===== config.mk =====
export PLATFORM = sky130hd
export DESIGN_NAME = buzzer_linear_frequency_sweep_core_flat
export DESIGN_NICKNAME = d
export VERILOG_FILES = /design/src/hdl/blfs_pkg.sv /design/src/hdl/blfs_if.sv /design/src/hdl/blfs_datapath.sv /design/src/hdl/blfs_ctrl.sv /design/src/hdl/buzzer_linear_frequency_sweep_core.sv /design/src/flat_wrapper.sv
export VERILOG_INCLUDE_DIRS = /design/src /design/src/hdl
export SDC_FILE = /design/constraint.sdc
export NUM_CORES = 1
export LEC_CHECK = 0
export BUFFER_PORTS_ARGS = -buffer_cell sky130_fd_sc_hd__buf_2
export CAP_MARGIN = 0
export CORE_MARGIN = 2
export CORE_UTILIZATION = 54
export DETAILED_ROUTE_END_ITERATION = 7
export PLACE_DENSITY = 0.74
export SLEW_MARGIN = 20
export SYNTH_ARGS = -nofsm -noshare
export SYNTH_HDL_FRONTEND = slang
export SYNTH_SLANG_ARGS = --single-unit

===== constraint.sdc =====
create_clock -name clk -period 6.5 [get_ports clk]
set_input_delay 1.95 -clock clk [delete_from_list [all_inputs] [get_ports clk]]
set_output_delay 1.95 -clock clk [all_outputs]
set_load 0.01 [all_outputs]

===== src/hdl/buzzer_linear_frequency_sweep_core_assert.svh =====
// ----------------------------------------------------------------------------
// buzzer sweep assertion macros
// shared check forms for the sweep core; expect clk and rst_n in scope
// ----------------------------------------------------------------------------
`ifndef BUZZER_LINEAR_FREQUENCY_SWEEP_CORE_ASSERT_SVH
`define BUZZER_LINEAR_FREQUENCY_SWEEP_CORE_ASSERT_SVH

// same-cycle implication
`define BLFS_ASSERT_IMPLY(name, cond, prop) \
    name: assert property (@(posedge clk) disable iff (!rst_n) (cond) |-> (prop)) \
        else $error("blfs: same-cycle check failed");

// next-cycle implication
`define BLFS_ASSERT_NEXT(name, cond, prop) \
    name: assert property (@(posedge clk) disable iff (!rst_n) (cond) |=> (prop)) \
        else $error("blfs: next-cycle check failed");

`endif


===== src/hdl/blfs_pkg.sv =====
// ----------------------------------------------------------------------------
// blfs_pkg
// types and fixed constants of the buzzer frequency sweep core
// ----------------------------------------------------------------------------
`timescale 1ns / 1ps

package blfs_pkg;

    // field widths
    localparam int FREQ_W        = 16;
    localparam int DIVIDER_W     = 8;
    localparam int FRAC_BITS     = 12;
    localparam int RATIO_W       = FREQ_W + FRAC_BITS;
    localparam int TONE_PRESCALE = 64;
    localparam logic [DIVIDER_W-1:0] DIVIDER_RESET = 8'd50;

    // action codes
    typedef enum logic [1:0] {
        ACT_TICK  = 2'd0,
        ACT_START = 2'd1,
        ACT_STOP  = 2'd2
    } blfs_action_t;

    // input item
    typedef struct packed {
        logic [1:0]        action;
        logic [FREQ_W-1:0] start_freq;
        logic [FREQ_W-1:0] end_freq;
        logic [FREQ_W-1:0] sweep_ticks;
    } blfs_in_t;

    // result item
    typedef struct packed {
        logic                 tone_enable;
        logic [DIVIDER_W-1:0] divider;
        logic                 divider_written;
    } blfs_out_t;

    // controller to datapath
    typedef struct packed {
        logic capture;
        logic div_go;
        logic div_tone;
        logic mul_go;
        logic commit;
    } blfs_cmd_t;

    // datapath to controller
    typedef struct packed {
        logic [1:0] action;
        logic       long_sweep;
        logic       div_done;
    } blfs_stat_t;

endpackage


===== src/hdl/blfs_if.sv =====
// ----------------------------------------------------------------------------
// blfs channel interfaces
// valid/ready channels carrying sweep commands and tone results
// ----------------------------------------------------------------------------
`timescale 1ns / 1ps

interface blfs_in_if;
    import blfs_pkg::*;

    logic     valid;
    logic     ready;
    blfs_in_t payload;

    modport source (output valid, output payload, input ready);
    modport sink (input valid, input payload, output ready);
endinterface

interface blfs_out_if;
    import blfs_pkg::*;

    logic      valid;
    logic      ready;
    blfs_out_t payload;

    modport source (output valid, output payload, input ready);
    modport sink (input valid, input payload, output ready);
endinterface


===== src/hdl/blfs_datapath.sv =====
// ----------------------------------------------------------------------------
// blfs_datapath
// sweep state, shared serial divider, delta scaling multiplier, result regs
// ----------------------------------------------------------------------------
`timescale 1ns / 1ps

module blfs_datapath #(
    parameter int CPU_CLOCK_HZ = 16000000
) (
    input  logic                clk,
    input  logic                rst_n,
    input  blfs_pkg::blfs_cmd_t cmd,
    input  blfs_pkg::blfs_in_t  item,
    output blfs_pkg::blfs_stat_t stat,
    output blfs_pkg::blfs_out_t result
);
    import blfs_pkg::*;

    localparam int TONE_BASE = CPU_CLOCK_HZ / TONE_PRESCALE;
    localparam int TB_W      = $clog2(TONE_BASE + 1);
    localparam int DIV_W     = (TB_W > RATIO_W) ? TB_W : RATIO_W;
    localparam int CNT_W     = $clog2(DIV_W + 1);

    // captured item
    blfs_in_t item_reg;

    // sweep state
    logic [FREQ_W-1:0]    target_reg;
    logic [FREQ_W-1:0]    total_reg;
    logic [FREQ_W-1:0]    delta_reg;
    logic [FREQ_W-1:0]    ticks_left_reg;
    logic                 tone_on_reg;
    logic [DIVIDER_W-1:0] compare_reg;
    logic                 written_reg;

    // divider
    logic [FREQ_W-1:0] divisor_reg;
    logic [FREQ_W-1:0] rem_reg;
    logic [DIV_W-1:0]  quo_reg;
    logic [CNT_W-1:0]  cnt_reg;
    logic              div_busy_reg;
    logic              div_done_reg;

    // scaled offset
    logic [FREQ_W-1:0] offset_reg;

    logic [FREQ_W:0]        rem_shift;
    logic                   rem_ge;
    logic [FREQ_W:0]        rem_diff;
    logic [RATIO_W-1:0]     delta_ext;
    logic [RATIO_W-1:0]     mul_low;
    logic [FREQ_W-1:0]      sweep_freq;
    logic [DIVIDER_W-1:0]   div_byte;

    // one restoring step
    assign rem_shift = {rem_reg, quo_reg[DIV_W-1]};
    assign rem_ge    = (rem_shift >= {1'b0, divisor_reg});
    assign rem_diff  = rem_shift - {1'b0, divisor_reg};

    // delta times ratio, low bits only
    assign delta_ext = {{(RATIO_W - FREQ_W){delta_reg[FREQ_W-1]}}, delta_reg};
    assign mul_low   = quo_reg[RATIO_W-1:0] * delta_ext;

    // frequency for this tick and divider byte from quotient
    assign sweep_freq = target_reg + offset_reg;
    assign div_byte   = quo_reg[DIVIDER_W-1:0] - DIVIDER_W'(1);

    // status back to the controller
    assign stat.action     = item_reg.action;
    assign stat.long_sweep = (ticks_left_reg > FREQ_W'(1));
    assign stat.div_done   = div_done_reg;

    // result fields come straight from state
    assign result.tone_enable     = tone_on_reg;
    assign result.divider         = compare_reg;
    assign result.divider_written = written_reg;

    // item capture
    always_ff @(posedge clk)
    begin
        if (cmd.capture)
        begin
            item_reg <= item;
        end
    end

    // serial divider
    always_ff @(posedge clk or negedge rst_n)
    begin
        if (!rst_n)
        begin
            div_busy_reg <= 1'b0;
            div_done_reg <= 1'b0;
            cnt_reg      <= '0;
        end
        else
        begin
            div_done_reg <= 1'b0;
            if (cmd.div_go)
            begin
                div_busy_reg <= 1'b1;
                cnt_reg      <= CNT_W'(DIV_W);
            end
            else if (div_busy_reg)
            begin
                cnt_reg <= cnt_reg - CNT_W'(1);
                if (cnt_reg == CNT_W'(1))
                begin
                    div_busy_reg <= 1'b0;
                    div_done_reg <= 1'b1;
                end
            end
        end
    end

    // divider operands and partial results
    always_ff @(posedge clk)
    begin
        if (cmd.div_go)
        begin
            rem_reg <= '0;
            if (!cmd.div_tone)
            begin
                quo_reg     <= DIV_W'({ticks_left_reg, {FRAC_BITS{1'b0}}});
                divisor_reg <= total_reg;
            end
            else
            begin
                quo_reg <= DIV_W'(TONE_BASE);
                if (item_reg.action == ACT_START)
                begin
                    divisor_reg <= item_reg.start_freq;
                end
                else
                begin
                    divisor_reg <= sweep_freq;
                end
            end
        end
        else if (div_busy_reg)
        begin
            rem_reg <= rem_ge ? rem_diff[FREQ_W-1:0] : rem_shift[FREQ_W-1:0];
            quo_reg <= {quo_reg[DIV_W-2:0], rem_ge};
        end
    end

    // scaled offset register
    always_ff @(posedge clk)
    begin
        if (cmd.mul_go)
        begin
            offset_reg <= mul_low[RATIO_W-1:FRAC_BITS];
        end
    end

    // state update when the item is finished
    always_ff @(posedge clk or negedge rst_n)
    begin
        if (!rst_n)
        begin
            target_reg     <= '0;
            total_reg      <= '0;
            delta_reg      <= '0;
            ticks_left_reg <= '0;
            tone_on_reg    <= 1'b0;
            compare_reg    <= DIVIDER_RESET;
            written_reg    <= 1'b0;
        end
        else if (cmd.commit)
        begin
            written_reg <= 1'b0;
            case (item_reg.action)
                ACT_START:
                begin
                    target_reg     <= item_reg.end_freq;
                    total_reg      <= item_reg.sweep_ticks;
                    delta_reg      <= item_reg.start_freq - item_reg.end_freq;
                    ticks_left_reg <= item_reg.sweep_ticks;
                    compare_reg    <= div_byte;
                    tone_on_reg    <= 1'b1;
                    written_reg    <= 1'b1;
                end
                ACT_STOP:
                begin
                    ticks_left_reg <= '0;
                    tone_on_reg    <= 1'b0;
                end
                ACT_TICK:
                begin
                    if (ticks_left_reg == FREQ_W'(1))
                    begin
                        tone_on_reg <= 1'b0;
                    end
                    if (ticks_left_reg > FREQ_W'(1))
                    begin
                        compare_reg <= div_byte;
                        written_reg <= 1'b1;
                    end
                    if (ticks_left_reg != '0)
                    begin
                        ticks_left_reg <= ticks_left_reg - FREQ_W'(1);
                    end
                end
                default:
                begin
                    written_reg <= 1'b0;
                end
            endcase
        end
    end

endmodule


===== src/hdl/blfs_ctrl.sv =====
// ----------------------------------------------------------------------------
// blfs_ctrl
// sequencer for the sweep core: handshakes, divider and multiplier steps
// ----------------------------------------------------------------------------
`timescale 1ns / 1ps

`include "buzzer_linear_frequency_sweep_core_assert.svh"

module blfs_ctrl (
    input  logic                 clk,
    input  logic                 rst_n,
    input  logic                 in_valid,
    output logic                 in_ready,
    output logic                 out_valid,
    input  logic                 out_ready,
    input  blfs_pkg::blfs_stat_t stat,
    output blfs_pkg::blfs_cmd_t  cmd
);
    import blfs_pkg::*;

    typedef enum logic [2:0] {
        S_IDLE,
        S_DECODE,
        S_RATIO,
        S_SCALE,
        S_TONE,
        S_COMMIT
    } state_t;

    state_t state_reg;
    logic   in_ready_reg;
    logic   out_valid_reg;
    logic   div_go_reg;
    logic   div_tone_reg;
    logic   mul_go_reg;
    logic   commit;

    // finish the item once the result slot is free
    assign commit = (state_reg == S_COMMIT) && (!out_valid_reg || out_ready);

    assign in_ready     = in_ready_reg;
    assign out_valid    = out_valid_reg;
    assign cmd.capture  = in_valid && in_ready_reg;
    assign cmd.div_go   = div_go_reg;
    assign cmd.div_tone = div_tone_reg;
    assign cmd.mul_go   = mul_go_reg;
    assign cmd.commit   = commit;

    // state and registered commands
    always_ff @(posedge clk or negedge rst_n)
    begin
        if (!rst_n)
        begin
            state_reg     <= S_IDLE;
            in_ready_reg  <= 1'b1;
            out_valid_reg <= 1'b0;
            div_go_reg    <= 1'b0;
            div_tone_reg  <= 1'b0;
            mul_go_reg    <= 1'b0;
        end
        else
        begin
            div_go_reg <= 1'b0;
            mul_go_reg <= 1'b0;

            // result slot
            if (commit)
            begin
                out_valid_reg <= 1'b1;
            end
            else if (out_ready)
            begin
                out_valid_reg <= 1'b0;
            end

            case (state_reg)
                S_IDLE:
                begin
                    if (in_valid && in_ready_reg)
                    begin
                        in_ready_reg <= 1'b0;
                        state_reg    <= S_DECODE;
                    end
                end
                S_DECODE:
                begin
                    if (stat.action == ACT_START)
                    begin
                        div_go_reg   <= 1'b1;
                        div_tone_reg <= 1'b1;
                        state_reg    <= S_TONE;
                    end
                    else if (stat.action == ACT_TICK && stat.long_sweep)
                    begin
                        div_go_reg   <= 1'b1;
                        div_tone_reg <= 1'b0;
                        state_reg    <= S_RATIO;
                    end
                    else
                    begin
                        state_reg <= S_COMMIT;
                    end
                end
                S_RATIO:
                begin
                    if (stat.div_done)
                    begin
                        mul_go_reg <= 1'b1;
                        state_reg  <= S_SCALE;
                    end
                end
                S_SCALE:
                begin
                    div_go_reg   <= 1'b1;
                    div_tone_reg <= 1'b1;
                    state_reg    <= S_TONE;
                end
                S_TONE:
                begin
                    if (stat.div_done)
                    begin
                        state_reg <= S_COMMIT;
                    end
                end
                S_COMMIT:
                begin
                    if (commit)
                    begin
                        in_ready_reg <= 1'b1;
                        state_reg    <= S_IDLE;
                    end
                end
                default:
                begin
                    state_reg    <= S_IDLE;
                    in_ready_reg <= 1'b1;
                end
            endcase
        end
    end

    // checks
    `BLFS_ASSERT_NEXT(a_commit_shows_result, commit, out_valid_reg)
    `BLFS_ASSERT_NEXT(a_accept_closes_input, in_valid && in_ready_reg, !in_ready_reg)
    `BLFS_ASSERT_IMPLY(a_done_when_waiting, stat.div_done,
                       state_reg == S_RATIO || state_reg == S_TONE)
    `BLFS_ASSERT_IMPLY(a_commit_input_closed, commit, !in_ready_reg)

endmodule


===== src/hdl/buzzer_linear_frequency_sweep_core.sv =====
// ----------------------------------------------------------------------------
// buzzer_linear_frequency_sweep_core
// linear frequency sweep controller producing buzzer timer divider values
//
//   channel   dir   payload                                        item
//   in_ch     in    action, start_freq, end_freq, sweep_ticks       command
//   out_ch    out   tone_enable, divider, divider_written           result
//
// stop, short ticks and unused codes skip the divider; a start runs it once for
// the tone, a sweep tick twice (ratio, then tone) with a multiply between; the
// shared divider makes one quotient bit per cycle (DIV_W = 28 at default clock)
// reset is asynchronous, active low; sweep state returns to idle, divider 50
// the next item is taken while a result waits; it finishes once out_ch frees
// ----------------------------------------------------------------------------
`timescale 1ns / 1ps

module buzzer_linear_frequency_sweep_core #(
    parameter int CPU_CLOCK_HZ = 16000000
) (
    input  logic              clk,
    input  logic              rst_n,
    blfs_in_if.sink           in_ch,
    blfs_out_if.source        out_ch
);
    import blfs_pkg::*;

    blfs_cmd_t  cmd;
    blfs_stat_t stat;
    blfs_out_t  result;

    // sequencer
    blfs_ctrl u_ctrl (
        .clk       (clk),
        .rst_n     (rst_n),
        .in_valid  (in_ch.valid),
        .in_ready  (in_ch.ready),
        .out_valid (out_ch.valid),
        .out_ready (out_ch.ready),
        .stat      (stat),
        .cmd       (cmd)
    );

    // arithmetic and sweep state
    blfs_datapath #(
        .CPU_CLOCK_HZ (CPU_CLOCK_HZ)
    ) u_datapath (
        .clk    (clk),
        .rst_n  (rst_n),
        .cmd    (cmd),
        .item   (in_ch.payload),
        .stat   (stat),
        .result (result)
    );

    assign out_ch.payload = result;

endmodule

===== src/flat_wrapper.sv =====
// flat-port wrapper written by rule: the top's interface ports become plain ports
module buzzer_linear_frequency_sweep_core_flat import blfs_pkg::*;
#(
    parameter int CPU_CLOCK_HZ = 16000000
)
  (clk, rst_n, in_ch_valid, in_ch_payload, in_ch_ready, out_ch_valid, out_ch_payload, out_ch_ready);
  blfs_in_if in_ch_i ();
  blfs_out_if out_ch_i ();
  input  logic clk;
  input  logic rst_n;
  input wire logic [$bits(in_ch_i.valid)-1:0] in_ch_valid;
  input wire logic [$bits(in_ch_i.payload)-1:0] in_ch_payload;
  output wire logic [$bits(in_ch_i.ready)-1:0] in_ch_ready;
  output wire logic [$bits(out_ch_i.valid)-1:0] out_ch_valid;
  output wire logic [$bits(out_ch_i.payload)-1:0] out_ch_payload;
  input wire logic [$bits(out_ch_i.ready)-1:0] out_ch_ready;
  assign in_ch_i.valid = in_ch_valid;
  assign in_ch_i.payload = in_ch_payload;
  assign in_ch_ready = in_ch_i.ready;
  assign out_ch_valid = out_ch_i.valid;
  assign out_ch_payload = out_ch_i.payload;
  assign out_ch_i.ready = out_ch_ready;
  buzzer_linear_frequency_sweep_core #(.CPU_CLOCK_HZ(CPU_CLOCK_HZ)) u_core (.clk(clk), .rst_n(rst_n), .in_ch(in_ch_i), .out_ch(out_ch_i));
endmodule

# [After elaboration in Yosys (flattened, before gate mapping)]
# Index checks and enable logic that the tools add are counted.
[word_totals] output_inout_bits=12 reg_bits=215 elab_cells=114 input_bits=54
[op_classes] multipliers=1 magnitude_cmp=2 n_bitwise=1 n_addsub=6 muxes=42 n_eq_ne=17 reduce_logical=21
[op_table] operator="$mux W28" count=3
[op_table] operator="$mux W16" count=4
[op_table] operator="$pmux W16 S3" count=1
[op_table] operator="$sub A16 B16 Y16" count=2
[op_table] operator="$mul A28 B16 Y28" count=1
[op_table] operator="$mux W1" count=18
[op_table] operator="$mux W3" count=6
[op_table] operator="$pmux W3 S6" count=1
[op_table] operator="$ge A17 B16 Y1" count=1
[op_table] operator="$add A16 B16 Y16" count=1
[op_table] operator="$eq A16 B1 Y1 const B" count=1
[op_table] operator="$gt A16 B1 Y1 const B" count=1
[op_table] operator="$pmux W8 S2" count=1
[op_table] operator="$reduce_bool A16 Y1" count=1
[op_table] operator="$sub A16 B1 Y16 const B" count=1
[op_table] operator="$ne A2 B2 Y1 const B" count=6
[op_table] operator="$reduce_and A3 Y1" count=4
[op_table] operator="$mux W5" count=2
[op_table] operator="$mux W8" count=1
[op_table] operator="$reduce_bool A2 Y1" count=4
[op_table] operator="$sub A8 B1 Y8 const B" count=1
[op_table] operator="$eq A3 B2 Y1 const B" count=2
[op_table] operator="$eq A3 B3 Y1 const B" count=2
[op_table] operator="$pmux W1 S2" count=3
[op_table] operator="18 further kinds" count=22

# [Logic depth before layout (Yosys ltp)]
# Gate-level depths: netlist (run 1).
[logic_depth] depth_word=5 mapped_depth=24 mapped_depth_nobuf=22

# [Modules after synthesis]
# A second synthesis (run 1) with hierarchy kept.
[unflattened] hier_cells=2147 area_unflattened_um2=20708.6
[modules_own_cells] module="blfs_datapath" instances=1 cells_per_inst=2099 area_per_inst_um2=20228.2 seq_area_each_um2=5654.2
[modules_own_cells] module="blfs_ctrl" instances=1 cells_per_inst=48 area_per_inst_um2=480.5 seq_area_each_um2=201.4

# [Worst setup path before layout (run 1)]
# Ideal clock, no wire load.
[synth_timing] path_kind="register to register" start="reg u_core.u_datapath.delta_reg[2]" end="reg u_core.u_datapath.offset_reg[15], data pin" setup_ns=0.259 slack_ns=0.465 path_stages_with_launch=22 arrival_time_ns=5.776 n_path_buf=2 path_cell_list="dfrtp_1 clkbuf_1 clkbuf_1 nand2_1 fa_1 fa_1 fa_1 inv_1 fa_1 fa_1 inv_1 fa_1 inv_1 ha_1 a211o_1 a211oi_1 a2111oi_2 o211ai_1 a311oi_2 a21o_1 a21oi_1 xnor2_1"
[synth_between] elab_chain_len=1
[synth_rtl] element="start: declaration" line_no="blfs_datapath.sv:30" text="logic [FREQ_W-1:0] delta_reg;"
[synth_rtl] element="start signal: assignment" line_no="blfs_datapath.sv:177" text="delta_reg <= item_reg.start_freq - item_reg.end_freq;"
[synth_rtl] element="$mul A28 B16 Y28" line_no="blfs_datapath.sv:62" text="assign mul_low = quo_reg[RATIO_W-1:0] * delta_ext;"
[synth_rtl] element="named net u_core.u_datapath.mul_low[27]" line_no="blfs_datapath.sv:51" text="logic [RATIO_W-1:0] mul_low;"
[synth_rtl] element="end signal: assignment" line_no="blfs_datapath.sv:152" text="offset_reg <= mul_low[RATIO_W-1:FRAC_BITS];"
[synth_rtl] element="end: declaration" line_no="blfs_datapath.sv:45" text="logic [FREQ_W-1:0] offset_reg;"
# The timed path passes the listed nets, and every way through them passes these cells.
# A chain may end at the register's enable or synchronous reset.

# [Worst setup path in the final report (run 1)]
[layout_timing] start="reg u_core.u_datapath.quo_reg[11]" end="reg u_core.u_datapath.offset_reg[15], data pin"
[layout_between] elab_chain_len=1
[layout_rtl] element="start: declaration" line_no="blfs_datapath.sv:39" text="logic [DIV_W-1:0] quo_reg;"
[layout_rtl] element="start signal: assignment" line_no="blfs_datapath.sv:124" text="quo_reg <= DIV_W'({ticks_left_reg, {FRAC_BITS{1'b0}}});"
[layout_rtl] element="start signal: assignment" line_no="blfs_datapath.sv:129" text="quo_reg <= DIV_W'(TONE_BASE);"
[layout_rtl] element="start signal: assignment" line_no="blfs_datapath.sv:143" text="quo_reg <= {quo_reg[DIV_W-2:0], rem_ge};"
[layout_rtl] element="$mul A28 B16 Y28" line_no="blfs_datapath.sv:62"
[layout_rtl] element="named net u_core.u_datapath.mul_low[27]" line_no="blfs_datapath.sv:51"
# The timed path passes the listed nets, and every way through them passes these cells.

==> results of run 1 <==
[per-layer routing]
metal  global-route usage  vias up  share of wire
met5                    0        -        0.00020
met4              0.09950        2          0.042
met3              0.03035      115          0.063
met2               0.4352      514           0.47
met1               0.3585     7462           0.42
li1                     -     6974              -
[how the worst max path moves through the flow]
stage / from / end / slack [ns] / cells past startpoint
after floorplan: u_core.u_datapath.delta_reg[2] / u_core.u_datapath.offset_reg[15] / 0.47 / 21
after global placement: u_core.u_datapath.delta_reg[5] / u_core.u_datapath.offset_reg[15] / -0.02 / 21
after detailed placement: u_core.u_datapath.quo_reg[9] / u_core.u_datapath.offset_reg[15] / -0.16 / 20
after CTS: u_core.u_datapath.quo_reg[7] / u_core.u_datapath.offset_reg[15] / 0.003 / 21
after global routing: u_core.u_datapath.delta_reg[4] / u_core.u_datapath.offset_reg[15] / -0.02 / 22
final: u_core.u_datapath.quo_reg[11] / u_core.u_datapath.offset_reg[15] / 0.16 / 21
[layout make-up]
type                       instances  area [µm²]
clock inverter                    14       152.6
timing repair buffer             140       898.4
sequential                       215        5869
tap                              511       639.4
multi-input combinational       1447       12770
inverter                         407        1528
clock buffer                      28       625.6
fill                            3151       15090
[placed cells by master, fill, tap and decap left out, types with 74 or more instances in the layout]
cell,Yosys,final
dfrtp_1,85,74
ha_1,135,135
and2_1,129,126
o21ai_0,81,78
nor2_1,122,121
nand2_1,270,269
inv_1,406,405
fa_1,250,250
buf_4,4,74
a21oi_1,83,82
edfxtp_1,110,110
[cell families (layout without fill, tap and decap cells)]
family | Yosys count | in the layout | synth area share
and+or+nand+nor | 663 | 663 | 0.1543
buffers and inverters | 509 | 589 | 0.09487
AOI/OAI and AO/OA | 282 | 282 | 0.08634
muxes | 33 | 33 | 0.01743
xor gates and xnor gates | 84 | 84 | 0.03583
adders and majority gates | 385 | 385 | 0.3260
DFF | 215 | 215 | 0.2852
[where the power goes]
group,total [mW],switching [mW],internal (mW)
sequential,2.32,0.315,2.00
clock,1.34,0.567,0.777
combinational,8.93,5.33,3.60
[worst max-delay path, cell delays in order (launching register included)]
cell and delay (ns):
edfxtp_1 0.56, nand2_1 0.14, fa_1 0.52, fa_1 0.51
fa_1 0.51, inv_1 0.05, fa_1 0.49, fa_1 0.50
inv_1 0.05, fa_1 0.47, inv_1 0.04, ha_1 0.34
a211o_1 0.20, a211oi_2 0.08, buf_4 0.18, a2111oi_4 0.40
o211ai_1 0.15, buf_4 0.17, a311oi_2 0.30, a21o_1 0.18
a21oi_1 0.09, xnor2_1 0.13
[stage by stage]
step	power, mW	util	instances	area [µm²]	setup slack [ns]
2_1_floorplan	8.372	-	2171	20530	0.4650
3_3_place_gp	10.76	0.5727	2703	21520	-0.01642
3_5_place_dp	10.96	0.5727	2703	21520	-0.1584
4_1_cts	12.46	0.5940	2747	22320	0.003451
5_1_grt	13.88	0.5984	2762	22490	-0.01625
6_report	12.59	0.5984	2762	22490	0.1590
[repair_timing]
item	CTS	global route
pin swaps	1	6
gates cloned	0	0
endpoints found under the hold margin	0	0
endpoints found under the setup margin	2	4
resized for setup	2	20
hold buffers	0	0
setup buffers	2	15
==> results.json, run 1 <==
{
  "largest_reg_flops": 48,
  "cp_max_fo": 8,
  "skew_ns": 0.02769,
  "synth_nets": 2610,
  "whs_path_depth": 2,
  "htree_levels": 1,
  "synth-seq-cells": 215,
  "antenna_found_initial": 3,
  "reg2reg_depth": 21,
  "die_h_um": 199,
  "synth_cell_types": 78,
  "vias_per_cell": 5.455,
  "arrival_ns": 6.61,
  "fp.coreArea_um2": 37580,
  "ir_worst_vdd_v": 0.0005595,
  "vias": 15067,
  "slew_violations": 0,
  "synth_top_flop_cell": "edfxtp_1",
  "insertion_delay_ns": 0.54,
  "synthTopCellsByArea": "fa_1, edfxtp_1, dfrtp_1",
  "hold_path_end": "u_core.u_datapath.rem_reg[11]",
  "yosysWarningCount": 0,
  "timing.rr.start": "u_core.u_datapath.quo_reg[11]",
  "holdWs_ns": 0.4763,
  "yosys.area.top_type": "fa_1",
  "cts_buffer_depth": 3,
  "p_leak_nw": 10.43,
  "synth_top_area_frac": 0.2437,
  "fmax_mhz": 157.7,
  "hold_viol_final": 0,
  "cts_tree": "yes",
  "syn_avg_cell_area_um2": 9.458,
  "endpoint_kind": "flop",
  "worstMarginPinSlew_ns": 0.8249,
  "ant_nets": 0,
  "overflow": 0,
  "wl_per_cell_um": 17.99,
  "io_buffers": 65,
  "die_area_um2": 39600,
  "synth_most_common_cell": "inv_1",
  "pin_count": 66,
  "cts-root-buf": "clkbuf_16",
  "fin_crit_ns": 6.341,
  "ff2ff_setup_slack_ns": 0.16,
  "synthCells": 2171,
  "power_density_nw_per_um2": 559.8,
  "finalCritPeriodShare": 0.9755,
  "hpwl_mm": 39.38,
  "cts_buffers": 23,
  "syn2layout_area_growth_pct": 9.506,
  "die_w_um": 199,
  "track_usage": 0.2632,
  "gp_congestion": 0.9248,
  "grt_pass1_wl_mm": 80.74,
  "rows": 71,
  "start_util": 0.5464,
  "tns_ns": 0,
  "synth-edff-count": 110,
  "fin_nets": 2673,
  "start_kind": "flop",
  "timing_worst_setup_path_type": "reg2reg",
  "routed_wl_mm": 49.70,
  "grt_max_degree": 83,
  "async_flop_share": 0.4140,
  "drv_cap": 0,
  "syn_area_um2": 20530,
  "cts.clk_slew.worst_paths_ns": 0.07,
  "slew_headroom": 0.4426,
  "r2r-end": "u_core.u_datapath.offset_reg[15]",
  "antenna_cells": 0,
  "drc": 0,
  "critical_path_required_ns": 6.76,
  "status": "complete, no violations",
  "setup_violations": 0,
  "hp-start": "u_core.u_datapath.rem_reg[11]",
  "hold_path.class": "reg2reg",
  "first_iter_violations": 1196,
  "grt_pass1_vias": 15501,
  "ys_top_cells_by_count": "inv_1, nand2_1, fa_1, ha_1, and2_1",
  "cts_sinks": 215,
  "ys_seq_area_frac": 0.2852,
  "drive_above_1_share": 0.1080,
  "first_pass_iters": 5
}
(Power assumes the default switching activity.)
==> run 2, diff against run 1 <==
--- a/config.mk
+++ b/config.mk
@@ -6,12 +6,15 @@
 export SDC_FILE = /design/constraint.sdc
 export NUM_CORES = 1
 export LEC_CHECK = 0
+export ABC_AREA = 1
 export BUFFER_PORTS_ARGS = -buffer_cell sky130_fd_sc_hd__buf_2
 export CAP_MARGIN = 0
+export CELL_PAD_IN_SITES_DETAIL_PLACEMENT = 2
+export CELL_PAD_IN_SITES_GLOBAL_PLACEMENT = 2
 export CORE_MARGIN = 2
-export CORE_UTILIZATION = 54
+export CORE_UTILIZATION = 35
 export DETAILED_ROUTE_END_ITERATION = 7
-export PLACE_DENSITY = 0.74
+export PLACE_DENSITY_LB_ADDON = 0.1
 export SLEW_MARGIN = 20
 export SYNTH_ARGS = -nofsm -noshare
 export SYNTH_HDL_FRONTEND = slang
==> run 2 against run 1 <==
Compared with the run above:
- routed wire length is 61% higher
- synthesized cell count up 26%
- global-route usage down 0.61 points
- first-iteration DRC count is 26% lower
- setup slack improved by 0.096 ns
- fmax rose by 1.5%
- critical path type unchanged
- highest routed layer unchanged
==> results.json, run 2 <==
{
  "grt_pass1_vias": 20735,
  "largest_reg_flops": 48,
  "antenna_found_initial": 2,
  "synthTopCellsByArea": "fa_1, edfxtp_1, nand2_1",
  "syn2layout_area_growth_pct": 10.65,
  "cts_buffer_depth": 3,
  "async_flop_share": 0.4140,
  "cts_buffers": 27,
  "syn_avg_cell_area_um2": 7.920,
  "htree_levels": 1,
  "synth-seq-cells": 215,
  "yosys.area.top_type": "fa_1",
  "crit_slowest_cell": "dfrtp_2",
  "final_cell_mix": "nand2_1, inv_1, fa_1",
  "final_core_util": 0.3900,
  "first_pass_iters": 5,
  "cts.clk_slew.worst_paths_ns": 0.06,
  "setup_violations": 0,
  "grt_max_degree": 74,
  "yosysWarningCount": 0,
  "overflow": 0,
  "hold_viol_final": 0,
  "holdBufCountCts": 0,
  "vias_per_cell": 5.006,
  "synth_cell_types": 53,
  "holdWs_ns": 0.4781,
  "ys_seq_area_frac": 0.2702,
  "hp-start": "u_core.u_datapath.compare_reg[4]",
  "final_common_cell": "nand2_1",
  "start_kind": "flop",
  "hold_path.class": "reg2reg",
  "routed_wl_mm": 80.13,
  "endpoint_kind": "flop",
  "hpwl_mm": 64.02,
  "fmax_mhz": 160.1,
  "drv_cap": 0,
  "pin_count": 66,
  "cts-root-buf": "clkbuf_16",
  "worstMarginPinSlew_ns": 0.8894,
  "antenna_cells": 0,
  "cts_sinks": 215,
  "tns_ns": 0,
  "io_buffers": 65,
  "cts_tree": "yes",
  "start_util": 0.3524,
  "rows": 91,
  "timing.rr.start": "u_core.u_datapath.delta_reg[4]",
  "ant_nets": 0,
  "first_iter_violations": 880,
  "timing_worst_setup_path_type": "reg2reg",
  "fp.coreArea_um2": 61480,
  "slowest_delay_ns": 0.72,
  "synth_top_area_frac": 0.2310,
  "die_area_um2": 63920,
  "synth_nets": 3175,
  "dpl_cell_area_um2": 23060,
  "rsz0062_at_grt": "no",
  "vias": 18062,
  "drive_above_1_share": 0.07417,
  "wl_per_cell_um": 22.21,
  "grt_pass1_wl_mm": 123.8,
  "critical_path_required_ns": 6.82,
  "gp_congestion": 0.8691,
  "status": "complete, no violations",
  "skew_ns": 0.01298,
  "drc": 0,
  "synthCells": 2736,
  "die_h_um": 252.8,
  "slew_headroom": 0.4049,
  "crit_start": "u_core.u_datapath.delta_reg[4]",
  "insertion_delay_ns": 0.58,
  "fin_area_um2": 23980,
  "synth_top_flop_cell": "edfxtp_1",
  "synth-edff-count": 110,
  "cp_max_fo": 19,
  "track_usage": 0.2570,
  "crit_chain": "nand2_1 > fa_1 > inv_1 > fa_1 > inv_1 > fa_1 > inv_1 > fa_1 > fa_1 > inv_1 > fa_1 > inv_1 > ha_1 > inv_1 > nor3_1 > nand2_1 > nor3_1 > nand2_1 > nand4_1 > nand2_1",
  "die_w_um": 252.8,
  "fin_nets": 3236,
  "syn_area_um2": 21670,
  "arrival_ns": 6.56,
  "slew_violations": 0,
  "fin_crit_ns": 6.245,
  "ys_top_cells_by_count": "nand2_1, inv_1, fa_1, ha_1, nor2_1",
  "synth_most_common_cell": "nand2_1",
  "finalCritPeriodShare": 0.9608
}
[run 2: stage by stage]
stage	setup WS, ns	instances
2_1_floorplan	1.030	2736
3_3_place_gp	0.2048	3549
3_5_place_dp	0.04134	3549
4_1_cts	0.01262	3599
5_1_grt	0.006254	3608
6_report	0.2551	3608
[run 2: final timing paths]
kind                                                        end  slack [ns]  cells past startpoint
max                            u_core.u_datapath.offset_reg[14]        0.26                     20
max reg2reg                    u_core.u_datapath.offset_reg[14]        0.26                     20
min in group asynchronous  u_core.u_datapath.ticks_left_reg[15]        1.44                      1
min                            u_core.u_datapath.compare_reg[4]        0.48                      2
min reg2reg                    u_core.u_datapath.compare_reg[4]        0.48                      2
max in group asynchronous       u_core.u_datapath.delta_reg[12]        3.90                      2
[run 2: timing repair]
action,4_1_cts,5_1_grt
resized for setup,0,7
setup buffers,0,9
endpoints found under the setup margin,0,6
[run 2: layout make-up]
| type | instances | area, µm² |
|---|---|---|
| clock buffer | 34 | 721.9 |
| clock inverter | 16 | 117.6 |
| fill | 7138 | 37510 |
| inverter | 675 | 2536 |
| multi-input combinational | 1741 | 12840 |
| sequential | 215 | 5864 |
| tap | 790 | 988.4 |
| timing repair buffer | 137 | 905.9 |
[run 2: metal layers]
metal | routed length [µm] | GRT usage | vias to the layer above
li1 | - | - | 8372
met3 | 2129 | 0.02282 | 93
met4 | 2051 | 0.05917 | 2
met1 | 36190 | 0.3430 | 9368
met2 | 39740 | 0.4514 | 227
met5 | 13 | 0 | -
[run 2: logic make-up after synthesis]
family	after synthesis	synth area share
DFF	215	0.2702
and+or+nand+nor	1008	0.1877
AOI/OAI and AO/OA	298	0.07581
buffers and inverters	780	0.1371
xor gates and xnor gates	50	0.02021
adders and majority gates	385	0.3089
[run 2: critical path: cells and delay by family, from the launching register on]
| family | cells | cell delay, ns |
|---|---|---|
| buffers and inverters | 6 | 0.45 |
| adders and majority gates | 7 | 3.51 |
| DFF | 1 | 0.72 |
| and+or+nand+nor | 7 | 1.29 |
Power of run 2 is left out: the tool's default activity adds up to more than one toggle a clock period on the data nets, which glitch-free logic cannot reach.
==> run 3, diff against run 2 <==
--- a/config.mk
+++ b/config.mk
@@ -14,7 +14,7 @@
 export CORE_MARGIN = 2
 export CORE_UTILIZATION = 35
 export DETAILED_ROUTE_END_ITERATION = 7
-export PLACE_DENSITY_LB_ADDON = 0.1
+export PLACE_DENSITY = 0.78
 export SLEW_MARGIN = 20
 export SYNTH_ARGS = -nofsm -noshare
 export SYNTH_HDL_FRONTEND = slang
==> run 3 against run 2 <==
Compared with the run above:
- setup slack worse by 0.010 ns
- first-iteration DRC count decreased by 11%
- final area up 0.18%
- clock skew up 0.017 ns
- routed wire length is essentially flat
- via count grew 1.5%
- non-clock buffer count up 4
- global-route usage is 0.13 points lower
- register-to-register slack barely moved
- utilization up 0.071 points
- critical path depth grew 1
- highest routed layer is now met4
==> results.json, run 3 (synthesis gave the netlist of run 2 again) <==
{
  "overflow": 0,
  "insertion_delay_ns": 0.59,
  "antenna_cells": 0,
  "dpl.cell_count": 3541,
  "cts_sinks": 215,
  "slew_headroom": 0.3473,
  "final_cell_mix": "nand2_1, inv_1, fa_1",
  "grt_pass1_wl_mm": 123.8,
  "crit_chain": "buf_4 > nand2_1 > inv_1 > fa_1 > fa_1 > inv_1 > fa_1 > inv_1 > fa_1 > fa_1 > inv_1 > fa_1 > inv_1 > ha_1 > inv_1 > nor3_1 > nand2_1 > nor3_1 > nand2_1 > nand4_1 > nand2_1",
  "crit_slowest_cell": "edfxtp_1",
  "endpoint_kind": "flop",
  "die_w_um": 252.8,
  "antenna_found_initial": 1,
  "drv_cap": 0,
  "hold_viol_final": 0,
  "cts.clk_slew.worst_paths_ns": 0.06,
  "io_buffers": 65,
  "fmax_mhz": 159.9,
  "grt_pass1_vias": 21401,
  "wl_per_cell_um": 22.20,
  "pre_cts_slack_ns": 0.1264,
  "setup_slack_ns": 0.2447,
  "ant_nets": 0,
  "critPathBufInv": 7,
  "setup_violations": 0,
  "first_pass_iters": 4,
  "critPathTopFamily": "adder cells",
  "tns_ns": 0,
  "critical_path_required_ns": 6.80,
  "cp_max_fo": 12,
  "slowest_delay_ns": 0.75,
  "hold_path.class": "reg2reg",
  "vias_per_cell": 5.073,
  "gp_congestion": 0.8633,
  "track_usage": 0.2557,
  "first_iter_violations": 786,
  "syn2layout_area_growth_pct": 10.85,
  "die_area_um2": 63920,
  "skew_ns": 0.03016,
  "grt_max_degree": 74,
  "die_h_um": 252.8,
  "pin_count": 66,
  "largest_reg_flops": 48,
  "cts_buffer_depth": 3,
  "final_common_cell": "nand2_1",
  "timing_worst_setup_path_type": "reg2reg",
  "fin_nets": 3240,
  "ff2ff_setup_slack_ns": 0.24,
  "vias": 18324,
  "cts_tree": "yes",
  "start_kind": "flop",
  "cts-root-buf": "clkbuf_16",
  "arrival_ns": 6.56,
  "slew_violations": 0,
  "cts_buffers": 27,
  "finalCritPeriodShare": 0.9624,
  "status": "complete, no violations",
  "fin_cells": 3612,
  "drive_above_1_share": 0.07760,
  "fin_crit_ns": 6.255,
  "htree_levels": 1,
  "drc": 0,
  "start_util": 0.3524,
  "fp.coreArea_um2": 61480,
  "worstMarginPinSlew_ns": 0.9780,
  "rows": 91,
  "routed_wl_mm": 80.18,
  "hpwl_mm": 64.32
}
## run 3: changes by cell type in the layout (fill, tap and decap cells not counted), moves of 2 or more
cell / before / now
dfrtp_1: 78 / 74
clkinv_1: 7 / 3
dfrtp_2: 7 / 11
buf_4: 70 / 75
clkbuf_1: 5 / 7
## run 3: cell type report
class / count / area (µm²)
inverters: 675 / 2536
flip-flops and latches: 215 / 5869
fillers: 7032 / 37460
multi-input cells: 1741 / 12840
clock inverters: 12 / 92.59
clock buffers: 38 / 768.2
repair buffers: 141 / 923.4
well taps: 790 / 988.4
## run 3: per-stage QoR
stage	util	hold WS, ns	area (µm²)
after floorplan	-	0.4422	21670
after global placement	0.3737	0.4546	22980
after detailed placement	0.3737	0.4604	22980
after CTS	0.3877	0.4734	23840
after global routing	0.3907	0.4881	24020
final	0.3907	0.4726	24020
## run 3: worst register-to-register path, delay by kind of cell, from the launching register on
kind,cells,cell delay (ns)
buf+inv,7,0.65
fa+ha+maj,7,3.46
flops,1,0.75
simple gates,7,1.10
## run 3: worst paths after layout
| kind | to | from | cells past startpoint |
|---|---|---|---|
| worst min-delay path | u_core.u_datapath.compare_reg[4] | u_core.u_datapath.compare_reg[4] | 2 |
| worst max register to register | u_core.u_datapath.offset_reg[14] | u_core.u_datapath.quo_reg[12] | 21 |
| worst min register to register | u_core.u_datapath.compare_reg[4] | u_core.u_datapath.compare_reg[4] | 2 |
| max in group asynchronous | u_core.u_datapath.delta_reg[14] | rst_n | 2 |
| worst max-delay path | u_core.u_datapath.offset_reg[14] | u_core.u_datapath.quo_reg[12] | 21 |
| min in group asynchronous | u_core.u_datapath.ticks_left_reg[13] | rst_n | 1 |
## run 3: repair_timing
action | in CTS | in global routing
hold buffers | 0 | 0
hold endpoints to repair | 0 | 0
gates resized for setup | 0 | 11
endpoints found under the setup margin | 0 | 7
buffers inserted | 0 | 21
## run 3: layer usage
layer / share of wire / track usage
met5: 0 / 0
met2: 0.52 / 0.4684
met3: 0.023 / 0.02457
met4: 0.042 / 0.09552
met1: 0.42 / 0.3096
Power of run 3 is left out for the same reason.
